[config.mk]
export PLATFORM = sky130hd
export DESIGN_NAME = sss_ctrl
export DESIGN_NICKNAME = d
export VERILOG_FILES = /design/src/rtl/sss_pkg.sv /design/src/rtl/sss_ctrl.sv
export SDC_FILE = /design/constraint.sdc
export NUM_CORES = 1
export LEC_CHECK = 0
export ABC_AREA = 1
export BUFFER_PORTS_ARGS = -buffer_cell sky130_fd_sc_hd__buf_2
export CAP_MARGIN = 20
export CORE_MARGIN = 1
export CORE_UTILIZATION = 45
export CTS_CLUSTER_SIZE = 14
export DETAILED_ROUTE_END_ITERATION = 8
export PLACE_DENSITY = 0.76
export REMOVE_ABC_BUFFERS = 1
export SLEW_MARGIN = 0
export SYNTH_ARGS = -nofsm -noshare
export SYNTH_HDL_FRONTEND = slang
export SYNTH_SLANG_ARGS = --single-unit
[constraint.sdc]
create_clock -name i_clk -period 3.83 [get_ports i_clk]
set_input_delay 0.383 -clock i_clk [delete_from_list [all_inputs] [get_ports i_clk]]
set_output_delay 0.383 -clock i_clk [all_outputs]
set_load 0.02 [all_outputs]
[src/rtl/sss_pkg.sv]
// Package of the stepper step sequencer: codes, widths, control structs and
// coil tables. Used by every other file of the block but sss_out_if; depends on nothing.
package sss_pkg;

    localparam int POSITION_BITS_DEF = 16;
    localparam int DIV_W             = 48;
    localparam int CFG_W             = 16;
    localparam int CFG_IDX_W         = 3;
    localparam int TPS_W             = 27;
    localparam int ROT_W             = 32;
    localparam int AMT_W             = 32;
    localparam int OP_W              = 3;

    localparam longint US_PER_S  = 1000000;
    localparam longint RPS_SCALE = 100;
    localparam logic [DIV_W-1:0] SPEED_NUM = DIV_W'(US_PER_S * RPS_SCALE);

    localparam logic [OP_W-1:0] OP_TICK    = 3'd0;
    localparam logic [OP_W-1:0] OP_ROTATE  = 3'd1;
    localparam logic [OP_W-1:0] OP_FOREVER = 3'd2;
    localparam logic [OP_W-1:0] OP_SET_POS = 3'd3;
    localparam logic [OP_W-1:0] OP_HOME    = 3'd4;
    localparam logic [OP_W-1:0] OP_SET_OFF = 3'd5;

    localparam logic [CFG_IDX_W-1:0] CFG_DRIVE_MODE = 3'd0;
    localparam logic [CFG_IDX_W-1:0] CFG_SPIN_DIR   = 3'd1;
    localparam logic [CFG_IDX_W-1:0] CFG_SPEED      = 3'd2;
    localparam logic [CFG_IDX_W-1:0] CFG_TICK_US    = 3'd3;
    localparam logic [CFG_IDX_W-1:0] CFG_REAL_STEPS = 3'd4;
    localparam logic [CFG_IDX_W-1:0] CFG_VIRT_STEPS = 3'd5;

    localparam logic [1:0] MODE_WAVE    = 2'd0;
    localparam logic [1:0] MODE_FULL    = 2'd1;
    localparam logic [1:0] MODE_HALF    = 2'd2;
    localparam logic [1:0] MODE_INVALID = 2'd3;

    typedef enum logic [4:0] {
        S_IDLE, S_DISPATCH,
        S_SPD_MUL1, S_SPD_MUL2, S_SPD_DIV, S_SPD_END,
        S_VFR_D1, S_VFR_MUL, S_VFR_D2, S_VFR_END,
        S_TICK_DIV, S_TICK_STEP,
        S_ROT_DIV, S_ROT_SAVE,
        S_RFV_MUL, S_RFV_D1, S_RFV_D2, S_RFV_SAVE, S_RFV_D3, S_RFV_FIX,
        S_PUT
    } t_state;

    typedef enum logic [2:0] {
        DS_SPEED, DS_VFR1, DS_VFR2, DS_ROT, DS_RFV1, DS_RFV2, DS_RFV3, DS_TICK
    } t_div_sel;

    typedef struct packed {
        logic     ready;
        logic     clr_dirty;
        logic     tick_count;
        logic     tick_start;
        logic     tick_step;
        logic     set_spin;
        logic     home;
        logic     set_pos;
        logic     set_off;
        logic     rot_save;
        logic     rfv_mul;
        logic     rfv_save;
        logic     rfv_fix;
        logic     spd_clear;
        logic     spd_mul1;
        logic     spd_mul2;
        logic     spd_end;
        logic     vfr_mul;
        logic     vfr_end;
        logic     out_load;
        logic     div_req;
        t_div_sel div_sel;
    } t_cmd;

    typedef struct packed {
        logic            dirty;
        logic            in_valid;
        logic [OP_W-1:0] op;
        logic            stop;
        logic            cd_zero;
        logic            spd_zero;
        logic            div_done;
        logic            out_free;
    } t_stat;

    function automatic logic [3:0] coil_pattern(logic [1:0] mode, logic [2:0] idx);
        logic [3:0] pat;
        case (mode)
            MODE_HALF: begin
                case (idx)
                    3'd0:    pat = 4'h9;
                    3'd1:    pat = 4'h1;
                    3'd2:    pat = 4'h3;
                    3'd3:    pat = 4'h2;
                    3'd4:    pat = 4'h6;
                    3'd5:    pat = 4'h4;
                    3'd6:    pat = 4'hC;
                    default: pat = 4'h8;
                endcase
            end
            MODE_FULL: begin
                case (idx[1:0])
                    2'd0:    pat = 4'h9;
                    2'd1:    pat = 4'h3;
                    2'd2:    pat = 4'h6;
                    default: pat = 4'hC;
                endcase
            end
            default: begin
                case (idx[1:0])
                    2'd0:    pat = 4'h1;
                    2'd1:    pat = 4'h2;
                    2'd2:    pat = 4'h4;
                    default: pat = 4'h8;
                endcase
            end
        endcase
        return pat;
    endfunction

endpackage

[src/rtl/sss_ctrl.sv]
// Controller of the stepper step sequencer: sequences the datapath steps of
// every item and of the speed and target recompute. Depends on sss_pkg.
module sss_ctrl (
    input  logic           i_clk,
    input  logic           i_rst_n,
    input  sss_pkg::t_stat i_stat,
    output sss_pkg::t_cmd  o_cmd
);
    import sss_pkg::*;

    t_state r_state, n_state;
    logic   r_item, n_item;

    always_ff @(posedge i_clk) begin
        if (!i_rst_n) begin
            r_state <= S_IDLE;
            r_item  <= 1'b0;
        end else begin
            r_state <= n_state;
            r_item  <= n_item;
        end
    end

    // Next state.
    always_comb begin
        n_state = r_state;
        n_item  = r_item;
        case (r_state)
            S_IDLE: begin
                if (i_stat.dirty) begin
                    n_state = S_SPD_MUL1;
                end else if (i_stat.in_valid) begin
                    n_state = S_DISPATCH;
                    n_item  = 1'b1;
                end
            end
            S_DISPATCH: begin
                case (i_stat.op)
                    OP_TICK: begin
                        if (i_stat.stop || !i_stat.cd_zero) n_state = S_PUT;
                        else n_state = S_TICK_DIV;
                    end
                    OP_ROTATE:  n_state = S_ROT_DIV;
                    OP_SET_POS: n_state = S_RFV_MUL;
                    OP_SET_OFF: n_state = S_RFV_MUL;
                    default:    n_state = S_PUT;
                endcase
            end
            S_SPD_MUL1:  n_state = i_stat.spd_zero ? S_VFR_D1 : S_SPD_MUL2;
            S_SPD_MUL2:  n_state = S_SPD_DIV;
            S_SPD_DIV:   if (i_stat.div_done) n_state = S_SPD_END;
            S_SPD_END:   n_state = S_VFR_D1;
            S_VFR_D1:    if (i_stat.div_done) n_state = S_VFR_MUL;
            S_VFR_MUL:   n_state = S_VFR_D2;
            S_VFR_D2:    if (i_stat.div_done) n_state = S_VFR_END;
            S_VFR_END:   n_state = r_item ? S_PUT : S_IDLE;
            S_TICK_DIV:  if (i_stat.div_done) n_state = S_TICK_STEP;
            S_TICK_STEP: n_state = S_PUT;
            S_ROT_DIV:   if (i_stat.div_done) n_state = S_ROT_SAVE;
            S_ROT_SAVE:  n_state = S_RFV_MUL;
            S_RFV_MUL:   n_state = S_RFV_D1;
            S_RFV_D1:    if (i_stat.div_done) n_state = S_RFV_D2;
            S_RFV_D2:    if (i_stat.div_done) n_state = S_RFV_SAVE;
            S_RFV_SAVE:  n_state = S_RFV_D3;
            S_RFV_D3:    if (i_stat.div_done) n_state = S_RFV_FIX;
            S_RFV_FIX:   n_state = S_VFR_D1;
            S_PUT: begin
                if (i_stat.out_free) begin
                    n_state = S_IDLE;
                    n_item  = 1'b0;
                end
            end
            default: n_state = S_IDLE;
        endcase
    end

    // Commands.
    always_comb begin
        o_cmd = '0;
        o_cmd.div_sel = DS_SPEED;
        case (r_state)
            S_IDLE: begin
                o_cmd.ready     = !i_stat.dirty;
                o_cmd.clr_dirty = i_stat.dirty;
            end
            S_DISPATCH: begin
                case (i_stat.op)
                    OP_TICK: begin
                        if (!i_stat.stop) begin
                            o_cmd.tick_count = !i_stat.cd_zero;
                            o_cmd.tick_start = i_stat.cd_zero;
                        end
                    end
                    OP_FOREVER: o_cmd.set_spin = 1'b1;
                    OP_SET_POS: o_cmd.set_pos  = 1'b1;
                    OP_HOME:    o_cmd.home     = 1'b1;
                    OP_SET_OFF: o_cmd.set_off  = 1'b1;
                    default:    o_cmd.ready    = 1'b0;
                endcase
            end
            S_SPD_MUL1: begin
                o_cmd.spd_clear = i_stat.spd_zero;
                o_cmd.spd_mul1  = !i_stat.spd_zero;
            end
            S_SPD_MUL2: o_cmd.spd_mul2 = 1'b1;
            S_SPD_DIV: begin
                o_cmd.div_req = 1'b1;
                o_cmd.div_sel = DS_SPEED;
            end
            S_SPD_END: o_cmd.spd_end = 1'b1;
            S_VFR_D1: begin
                o_cmd.div_req = 1'b1;
                o_cmd.div_sel = DS_VFR1;
            end
            S_VFR_MUL: o_cmd.vfr_mul = 1'b1;
            S_VFR_D2: begin
                o_cmd.div_req = 1'b1;
                o_cmd.div_sel = DS_VFR2;
            end
            S_VFR_END: o_cmd.vfr_end = 1'b1;
            S_TICK_DIV: begin
                o_cmd.div_req = 1'b1;
                o_cmd.div_sel = DS_TICK;
            end
            S_TICK_STEP: o_cmd.tick_step = 1'b1;
            S_ROT_DIV: begin
                o_cmd.div_req = 1'b1;
                o_cmd.div_sel = DS_ROT;
            end
            S_ROT_SAVE: o_cmd.rot_save = 1'b1;
            S_RFV_MUL:  o_cmd.rfv_mul  = 1'b1;
            S_RFV_D1: begin
                o_cmd.div_req = 1'b1;
                o_cmd.div_sel = DS_RFV1;
            end
            S_RFV_D2: begin
                o_cmd.div_req = 1'b1;
                o_cmd.div_sel = DS_RFV2;
            end
            S_RFV_SAVE: o_cmd.rfv_save = 1'b1;
            S_RFV_D3: begin
                o_cmd.div_req = 1'b1;
                o_cmd.div_sel = DS_RFV3;
            end
            S_RFV_FIX: o_cmd.rfv_fix  = 1'b1;
            S_PUT:     o_cmd.out_load = i_stat.out_free;
            default:   o_cmd.ready    = 1'b0;
        endcase
    end
endmodule

==> results of run 1 <==
==> state kept, by name, indices dropped and copies added, names as in the netlist <==
name     cells
r_state      5
r_item       1
==> per-stage QoR <==
| stage | hold slack, ns | cell area, um^2 | setup WS (ns) | total power [W] | std cells |
|---|---|---|---|---|---|
| 6_report | 0.445 | 1050 | 1.81 | 0.000740 | 219 |
| 5_1_grt | 0.495 | 1050 | 1.56 | 0.000814 | 219 |
| 4_1_cts | 0.443 | 1050 | 1.81 | 0.000741 | 219 |
| 3_5_place_dp | 0.533 | 1030 | 2.08 | 0.000681 | 216 |
| 3_3_place_gp | 0.528 | 1030 | 2.10 | 0.000675 | 216 |
| 2_1_floorplan | 0.484 | 826 | 1.98 | 0.000541 | 156 |
==> routing by layer <==
metal | vias up | GRT usage [%] | share of wire, %
li1 | 581 | - | -
met1 | 481 | 37.2 | 46
met2 | 40 | 37.7 | 47
met3 | 4 | 2.80 | 5.8
met4 | 0 | 9.70 | 0.99
met5 | - | 0 | 0
==> cells by family (layout without fill, tap and decap cells) <==
logic type	after synthesis	count (layout)	synth area share [%]
compound gates	16	16	12.4
buf+inv	30	67	13.7
flops	6	6	14.5
simple gates	105	105	59.5
==> worst min path at each step <==
stage | start | to | slack, ns | depth (start not counted)
floorplan | r_item$_SDFFE_PN0P_ | r_item$_SDFFE_PN0P_ | 0.48 | 2
global placement | r_item$_SDFFE_PN0P_ | r_item$_SDFFE_PN0P_ | 0.53 | 2
detailed placement | r_item$_SDFFE_PN0P_ | r_item$_SDFFE_PN0P_ | 0.53 | 2
CTS | i_rst_n | r_state[4]$_SDFFE_PN0P_ | 0.44 | 3
global route | i_rst_n | r_state[3]$_SDFFE_PN0P_ | 0.49 | 3
finish | i_rst_n | r_state[2]$_SDFFE_PN0P_ | 0.44 | 3
==> critical path: stages, from the launching register on <==
cell	delay, ns
dfxtp_1	0.40
inv_2	0.10
nor2_2	0.27
nand3_2	0.22
nor4_1	0.20
buf_2	0.20
==> cell type report <==
type	count	area, um^2	area share, %
timing repair buffer	35	175	16.6
multi-input combinational	121	597	56.6
tap	25	31.3	2.97
clock buffer	3	22.5	2.14
inverter	29	109	10.3
sequential	6	120	11.4
==> cell usage in the layout, fill, tap and decap left out, types with 2 or more instances in the layout <==
master	instances
nand3_2	3
a21oi_1	8
nor3_1	4
nor2_2	4
nand4_1	3
dfxtp_1	6
nor4_1	3
nor2_4	2
inv_1	25
nand2_2	4
nand2_1	37
nand3_1	21
inv_2	4
nor2_1	24
o21ai_0	3
buf_2	35
clkbuf_4	3
==> report_power, final <==
part	switching (W)	total (W)	leakage, nW	internal, W
sequential	0.0000486	0.000139	0.0493	0.0000905
clock	0.0000207	0.0000560	0.0138	0.0000353
combinational	0.000373	0.000545	0.635	0.000172
==> impl_metrics.yaml, run 1 <==
status:
  status: "completed"
final_layout:
  fin_nets: 208
  drive_gt1_share_pct: 29.9
  area_growth_pct: 27.0
  fill_cells: 183
  utilization_pct: 61.1
  n_antenna_cell: 0
timing:
  relSlewSlack_pct: 67.4
  fin_crit_sh_pct: 52.7
  worstMarginPinSlew_ns: 0.489
  timing.final.max_slew_violations: 0
  skew_ns: 0.00171
  final-hold-violation-count: 0
  fin_tns_setup_ns: 0
  min_period_ns: 2.02
  rsz0062_at_grt: "false"
  setup-violations-final: 0
  fmax_mhz: 496
drt:
  finalWirelength_mm: 2.31
  drtPass1Iterations: 4
  vias: 1106
  wl_per_cell_um: 10.6
  viasPerCell: 5.05
  antenna_left: 0
  drt_iter0_markers: 59
  drc: 0
run:
  cap_violations: 0
setup_path:
  crit_path_end: "o_cmd[21]"
  path_max_fanout: 9
  cp-end-kind: "output pin"
  startpoint_type: "flip-flop"
  crit_arrival_ns: 1.63
  rrSetupSlack_ns: 2.14
  ff2ff_path_depth: 7
  startpoint: "r_state[0]$_SDFFE_PN0P_"
  path_class: "flip-flop to output pin"
  worst_r2r_endpoint: "r_state[1]$_SDFFE_PN0P_"
  timing.rr.start: "r_state[4]$_SDFFE_PN0P_"
  timing.critical_path.required_ns: 3.45
clock_network:
  clock-sinks: 6
  clockRootBuffer: "clkbuf_4"
  clockBufferDepth: 2
  cts_buffers: 3
  cts_tree: "yes"
  clk_latency_ns: 0.24
  htree_levels: 1
  cts.repair.resized: 0
  cts_setup_buffers: 0
  cts_hold_buf: 0
  clkTransAtPathRegs_ns: 0.04
floorplan:
  fp-row-count: 15
  die_h_um: 45.0
  start_util_pct: 48.1
  io_pins: 36
  dieArea_um2: 2020
  core_um2: 1730
  die_w_um: 45.0
logic_synthesis:
  ys_seq_elements: 6
  synth_enable_flop_cells: 0
  ys.flop_type: "dfxtp_1"
  ys_types: 21
  synth.top_cell.area_share_pct: 16.7
  netlist_area_um2: 831
  ys_top_cells_by_count: "nand2_1, inv_1, nor2_1"
  postSynth.asyncResetShare_pct: 0
  synthTopCellsByArea: "nand2_1, dfxtp_1, nand3_1"
  synth_top_cell_by_area: "nand2_1"
  synth_cells: 157
  synth_most_common_cell: "nand2_1"
  ys_seq_area_share_pct: 14.5
  avgSynthCellArea_um2: 5.29
  synth-warning-count: 0
pwr:
  p_leak_nw: 0.698
  power-per-cell-area_nw_per_um2: 702
  ir_drop_v: 0.000372
placed_design:
  io_buffers: 35
  hpwl_mm: 1.94
  gp_congestion: 0.950
hold_path:
  hold_class: "primary input to flip-flop"
global_routing:
  grt_use_total_pct: 25.3
  grt_pass1_vias: 889
  grt_max_degree: 14
  grt_overflow: 0
  grt_pass1_wl_mm: 3.77
  antenna_found_initial: 0
(Power assumes the default switching activity.)
==> inputs of run 2 (changes only) <==
clock period = 2.1 ns   (was 3.83 ns; I/O delays follow)
==> impl_metrics.yaml, run 2 (synthesis gave the netlist of run 1 again) <==
drt:
  viasPerCell: 5.09
  finalWirelength_mm: 2.49
  drc: 0
  wl_per_cell_um: 11.3
  antenna_left: 0
  drt_iter0_markers: 38
  drtPass1Iterations: 5
  vias: 1125
setup_path:
  crit_cells: 5
  cpMaxStageDelayCell: "dfxtp_1"
  cp-end-kind: "output pin"
  crit_arrival_ns: 1.53
  path_max_fanout: 6
  startpoint_type: "flip-flop"
  path_class: "flip-flop to output pin"
  slowest_delay_ns: 0.44
  ff2ff_path_depth: 8
  worst-path-buf-inv: 2
  timing.critical_path.required_ns: 1.89
  path_delay_family: "simple AND/OR/NAND/NOR gates"
  path_cells: "inv_2 -> nor2_2 -> nand3_1 -> nor2_1 -> buf_2"
final_layout:
  final_cells: 221
  mostFrequentLayoutCells: "nand2_1, buf_2, inv_1"
  drive_gt1_share_pct: 30.6
  area_growth_pct: 28.8
  n_antenna_cell: 0
  largest_reg_flops: 5
  regMostFlops: "r_state"
  final_common_cell: "nand2_1"
  utilization_pct: 62.0
  fin_nets: 210
  reg.largest.list: "r_state (5), r_item (1)"
floorplan:
  fp-row-count: 15
  core_um2: 1730
  io_pins: 36
  die_h_um: 45.0
  die_w_um: 45.0
  dieArea_um2: 2020
  start_util_pct: 48.1
timing:
  timing.final.max_slew_violations: 0
  fmax_mhz: 574
  skew_ns: 0.000764
  fin_crit_sh_pct: 83.0
  final-hold-violation-count: 0
  worstMarginPinSlew_ns: 0.309
  setup-violations-final: 0
  rsz0062_at_grt: "false"
  fin_tns_setup_ns: 0
  relSlewSlack_pct: 79.4
  min_period_ns: 1.74
clock_network:
  cts_buffers: 3
  clock-sinks: 6
  htree_levels: 1
  cts_hold_buf: 0
  clk_latency_ns: 0.24
  clockBufferDepth: 2
  cts.repair.resized: 0
  cts_tree: "yes"
  cts_setup_buffers: 0
  clkTransAtPathRegs_ns: 0.04
  clockRootBuffer: "clkbuf_4"
global_routing:
  grt_overflow: 0
  grt_pass1_wl_mm: 3.97
  grt_max_degree: 11
  use_met3_pct: 2.40
  busiest_layer: "met2"
  grt_use_total_pct: 26.5
  grt_pass1_vias: 925
  antenna_found_initial: 0
  use_met1_pct: 37.7
  use_met2_pct: 41.4
run:
  cap_violations: 0
status:
  status: "completed"
placed_design:
  io_buffers: 35
  gp_congestion: 0.947
  hpwl_mm: 2.04
  dp_cells: 218
pwr:
  p_leak_nw: 0.709
  power-per-cell-area_nw_per_um2: 1290
  ir_drop_v: 0.000869
hold_path:
  worstHoldPathCells: 3
  hold_class: "primary input to flip-flop"
==> run 2: cell count changes in the layout (fill, tap and decap cells not counted) <==
cell   before  now
buf_4       0    2
==> run 2: power by group <==
group	internal [W]	switching, W
combinational	0.000332	0.000708
clock	0.0000642	0.0000350
sequential	0.000165	0.0000811
total	0.000561	0.000824
==> run 2: final cells by class <==
type / count / area, um^2
fill: 190 / 657
multi-input combinational: 121 / 597
timing repair buffer: 37 / 190
sequential: 6 / 120
inverter: 29 / 109
tap: 25 / 31.3
clock buffer: 3 / 22.5
==> run 2: stage by stage <==
step	setup slack [ns]	cell area (um^2)	hold slack (ns)	power, W
after global placement	0.576	1050	0.513	0.00126
final	0.357	1070	0.286	0.00138
after global routing	0.240	1070	0.306	0.00150
after detailed placement	0.527	1050	0.531	0.00127
after floorplan	0.419	826	0.406	0.000987
after CTS	0.347	1070	0.281	0.00138
==> run 2: worst paths after layout <==
path                                         startpoint  slack [ns]                      end
worst min-delay path                            i_rst_n        0.29  r_state[4]$_SDFFE_PN0P_
worst min register to register      r_item$_SDFFE_PN0P_        0.56      r_item$_SDFFE_PN0P_
worst max register to register  r_state[2]$_SDFFE_PN0P_        0.51  r_state[2]$_SDFFE_PN0P_
worst max-delay path            r_state[2]$_SDFFE_PN0P_        0.36                 o_cmd[4]
==> run 2: worst min-delay path, stage by stage <==
cell,delay (ns)
buf_2,0.07
inv_1,0.08
a21oi_1,0.12
==> run 2: per-layer routing <==
metal	share of wire, %	wire [um]	up-vias
li1	-	-	583
met1	46	1150	499
met2	47	1180	41
met3	5.7	143	2
met4	0.64	16	0
met5	0	0	-
==> inputs of run 3 (changes only) <==
CORE_UTILIZATION = 42   (was 45)
PLACE_DENSITY = 0.75   (was 0.76)
clock period = 1.6 ns   (was 2.1 ns; I/O delays follow)
==> impl_metrics.yaml, run 3 (synthesis gave the netlist of run 1 again) <==
status:
  status: "completed"
global_routing:
  grt_use_total_pct: 25.2
  busiest_layer: "met2"
  antenna_found_initial: 0
  grt_pass1_wl_mm: 3.97
  use_met3_pct: 0.784
  grt_pass1_vias: 945
  use_met1_pct: 33.3
  grt_max_degree: 10
  use_met2_pct: 43.9
  grt_overflow: 0
drt:
  wl_per_cell_um: 11.6
  vias: 1152
  finalWirelength_mm: 2.63
  viasPerCell: 5.10
  drtPass1Iterations: 4
  drc: 0
  antenna_left: 0
  drt_iter0_markers: 31
setup_path:
  worst_r2r_endpoint: "r_state[1]$_SDFFE_PN0P_"
  ff2ff_path_depth: 9
  startpoint_type: "flip-flop"
  rrSetupSlack_ns: 0.11
  timing.rr.start: "r_state[0]$_SDFFE_PN0P_"
  crit_arrival_ns: 1.41
  cp-end-kind: "output pin"
  path_class: "flip-flop to output pin"
  path_max_fanout: 8
  timing.critical_path.required_ns: 1.44
clock_network:
  clockRootBuffer: "clkbuf_4"
  cts_tree: "yes"
  clockBufferDepth: 2
  cts_buffers: 3
  clk_latency_ns: 0.23
  cts_hold_buf: 0
  htree_levels: 1
  clock-sinks: 6
  clkTransAtPathRegs_ns: 0.04
final_layout:
  final_common_cell: "nand2_1"
  largest_reg_flops: 5
  drive_gt1_share_pct: 37.3
  mostFrequentLayoutCells: "nand2_1, buf_2, inv_1"
  n_antenna_cell: 0
  regMostFlops: "r_state"
  area_growth_pct: 41.4
  reg.largest.list: "r_state (5), r_item (1)"
  fill_cells: 163
  fin_nets: 215
floorplan:
  io_pins: 36
  die_h_um: 46.5
  fp-row-count: 15
  die_w_um: 46.5
  dieArea_um2: 2160
  core_um2: 1780
  start_util_pct: 46.6
placed_design:
  io_buffers: 35
  gp_congestion: 0.981
  hpwl_mm: 2.03
run:
  cap_violations: 0
timing:
  holdWs_ns: 0.242
  worstMarginPinSlew_ns: 0.279
  final-hold-violation-count: 0
  fin_crit_sh_pct: 98.3
  fmax_mhz: 636
  min_period_ns: 1.57
  skew_ns: 0.000842
  rsz0062_at_grt: "true"
  setup-violations-final: 0
  relSlewSlack_pct: 81.4
  timing.final.max_slew_violations: 0
pwr:
  ir_drop_v: 0.00107
  p_leak_nw: 0.736
  p_total_w: 0.00202
  power-per-cell-area_nw_per_um2: 1720
hold_path:
  min_from: "i_rst_n"
  hold_class: "primary input to flip-flop"
  hold-path-endpoint: "r_state[2]$_SDFFE_PN0P_"
  worstHoldPathCells: 3
-- run 3: cell type report --
cell class / count / area [um^2] / area share, %
multi-input cells: 121 / 646 / 55.0
repair buffers: 42 / 233 / 19.8
flip-flops and latches: 6 / 134 / 11.4
inverters: 29 / 109 / 9.27
well taps: 25 / 31.3 / 2.66
clock buffers: 3 / 22.5 / 1.92
-- run 3: critical path, stage by stage (launching register included) --
cell     delay, ns
dfxtp_2       0.41
inv_2         0.10
nor2_4        0.15
nand3_4       0.14
nor4_1        0.17
buf_2         0.20
-- run 3: repair_timing --
action | 4_1_cts | 5_1_grt
pin swaps | 1 | 1
gates resized for setup | 10 | 10
endpoints found under the setup margin | 14 | 9
setup buffers | 2 | 3
-- run 3: per-layer routing --
metal | vias to the layer above | part of all wire [%]
met3 | 4 | 3.7
li1 | 601 | -
met1 | 515 | 44
met5 | - | 0
met4 | 0 | 0.88
met2 | 32 | 51
-- run 3: power by group --
part | switching [W] | internal (W) | leakage (nW)
combinational | 0.000986 | 0.000540 | 0.670
sequential | 0.000129 | 0.000237 | 0.0522
clock | 0.0000447 | 0.0000842 | 0.0138
total | 0.00116 | 0.000862 | 0.736
-- run 3: worst max-delay path by stage --
stage | startpoint | endpoint | slack (ns)
5_1_grt | r_state[0]$_SDFFE_PN0P_ | o_cmd[18] | -0.02
3_5_place_dp | r_state[0]$_SDFFE_PN0P_ | o_cmd[17] | 0.07
3_3_place_gp | r_state[1]$_SDFFE_PN0P_ | r_state[3]$_SDFFE_PN0P_ | 0.1
2_1_floorplan | r_state[0]$_SDFFE_PN0P_ | o_cmd[17] | -0.03
6_report | r_state[0]$_SDFFE_PN0P_ | o_cmd[21] | 0.03
4_1_cts | r_state[3]$_SDFFE_PN0P_ | o_cmd[0] | 0.02
-- run 3: metrics by stage --
step	utilization, %	instances	setup WS [ns]	TNS (ns)	instance area, um^2
finish	65.9	226	0.0278	0	1170
CTS	62.5	223	0.0186	0	1110
floorplan	-	156	-0.0313	-0.0940	826
global route	65.9	226	-0.0179	-0.0441	1170
detailed placement	58.7	218	0.0659	0	1050
global placement	58.7	218	0.0982	0	1050
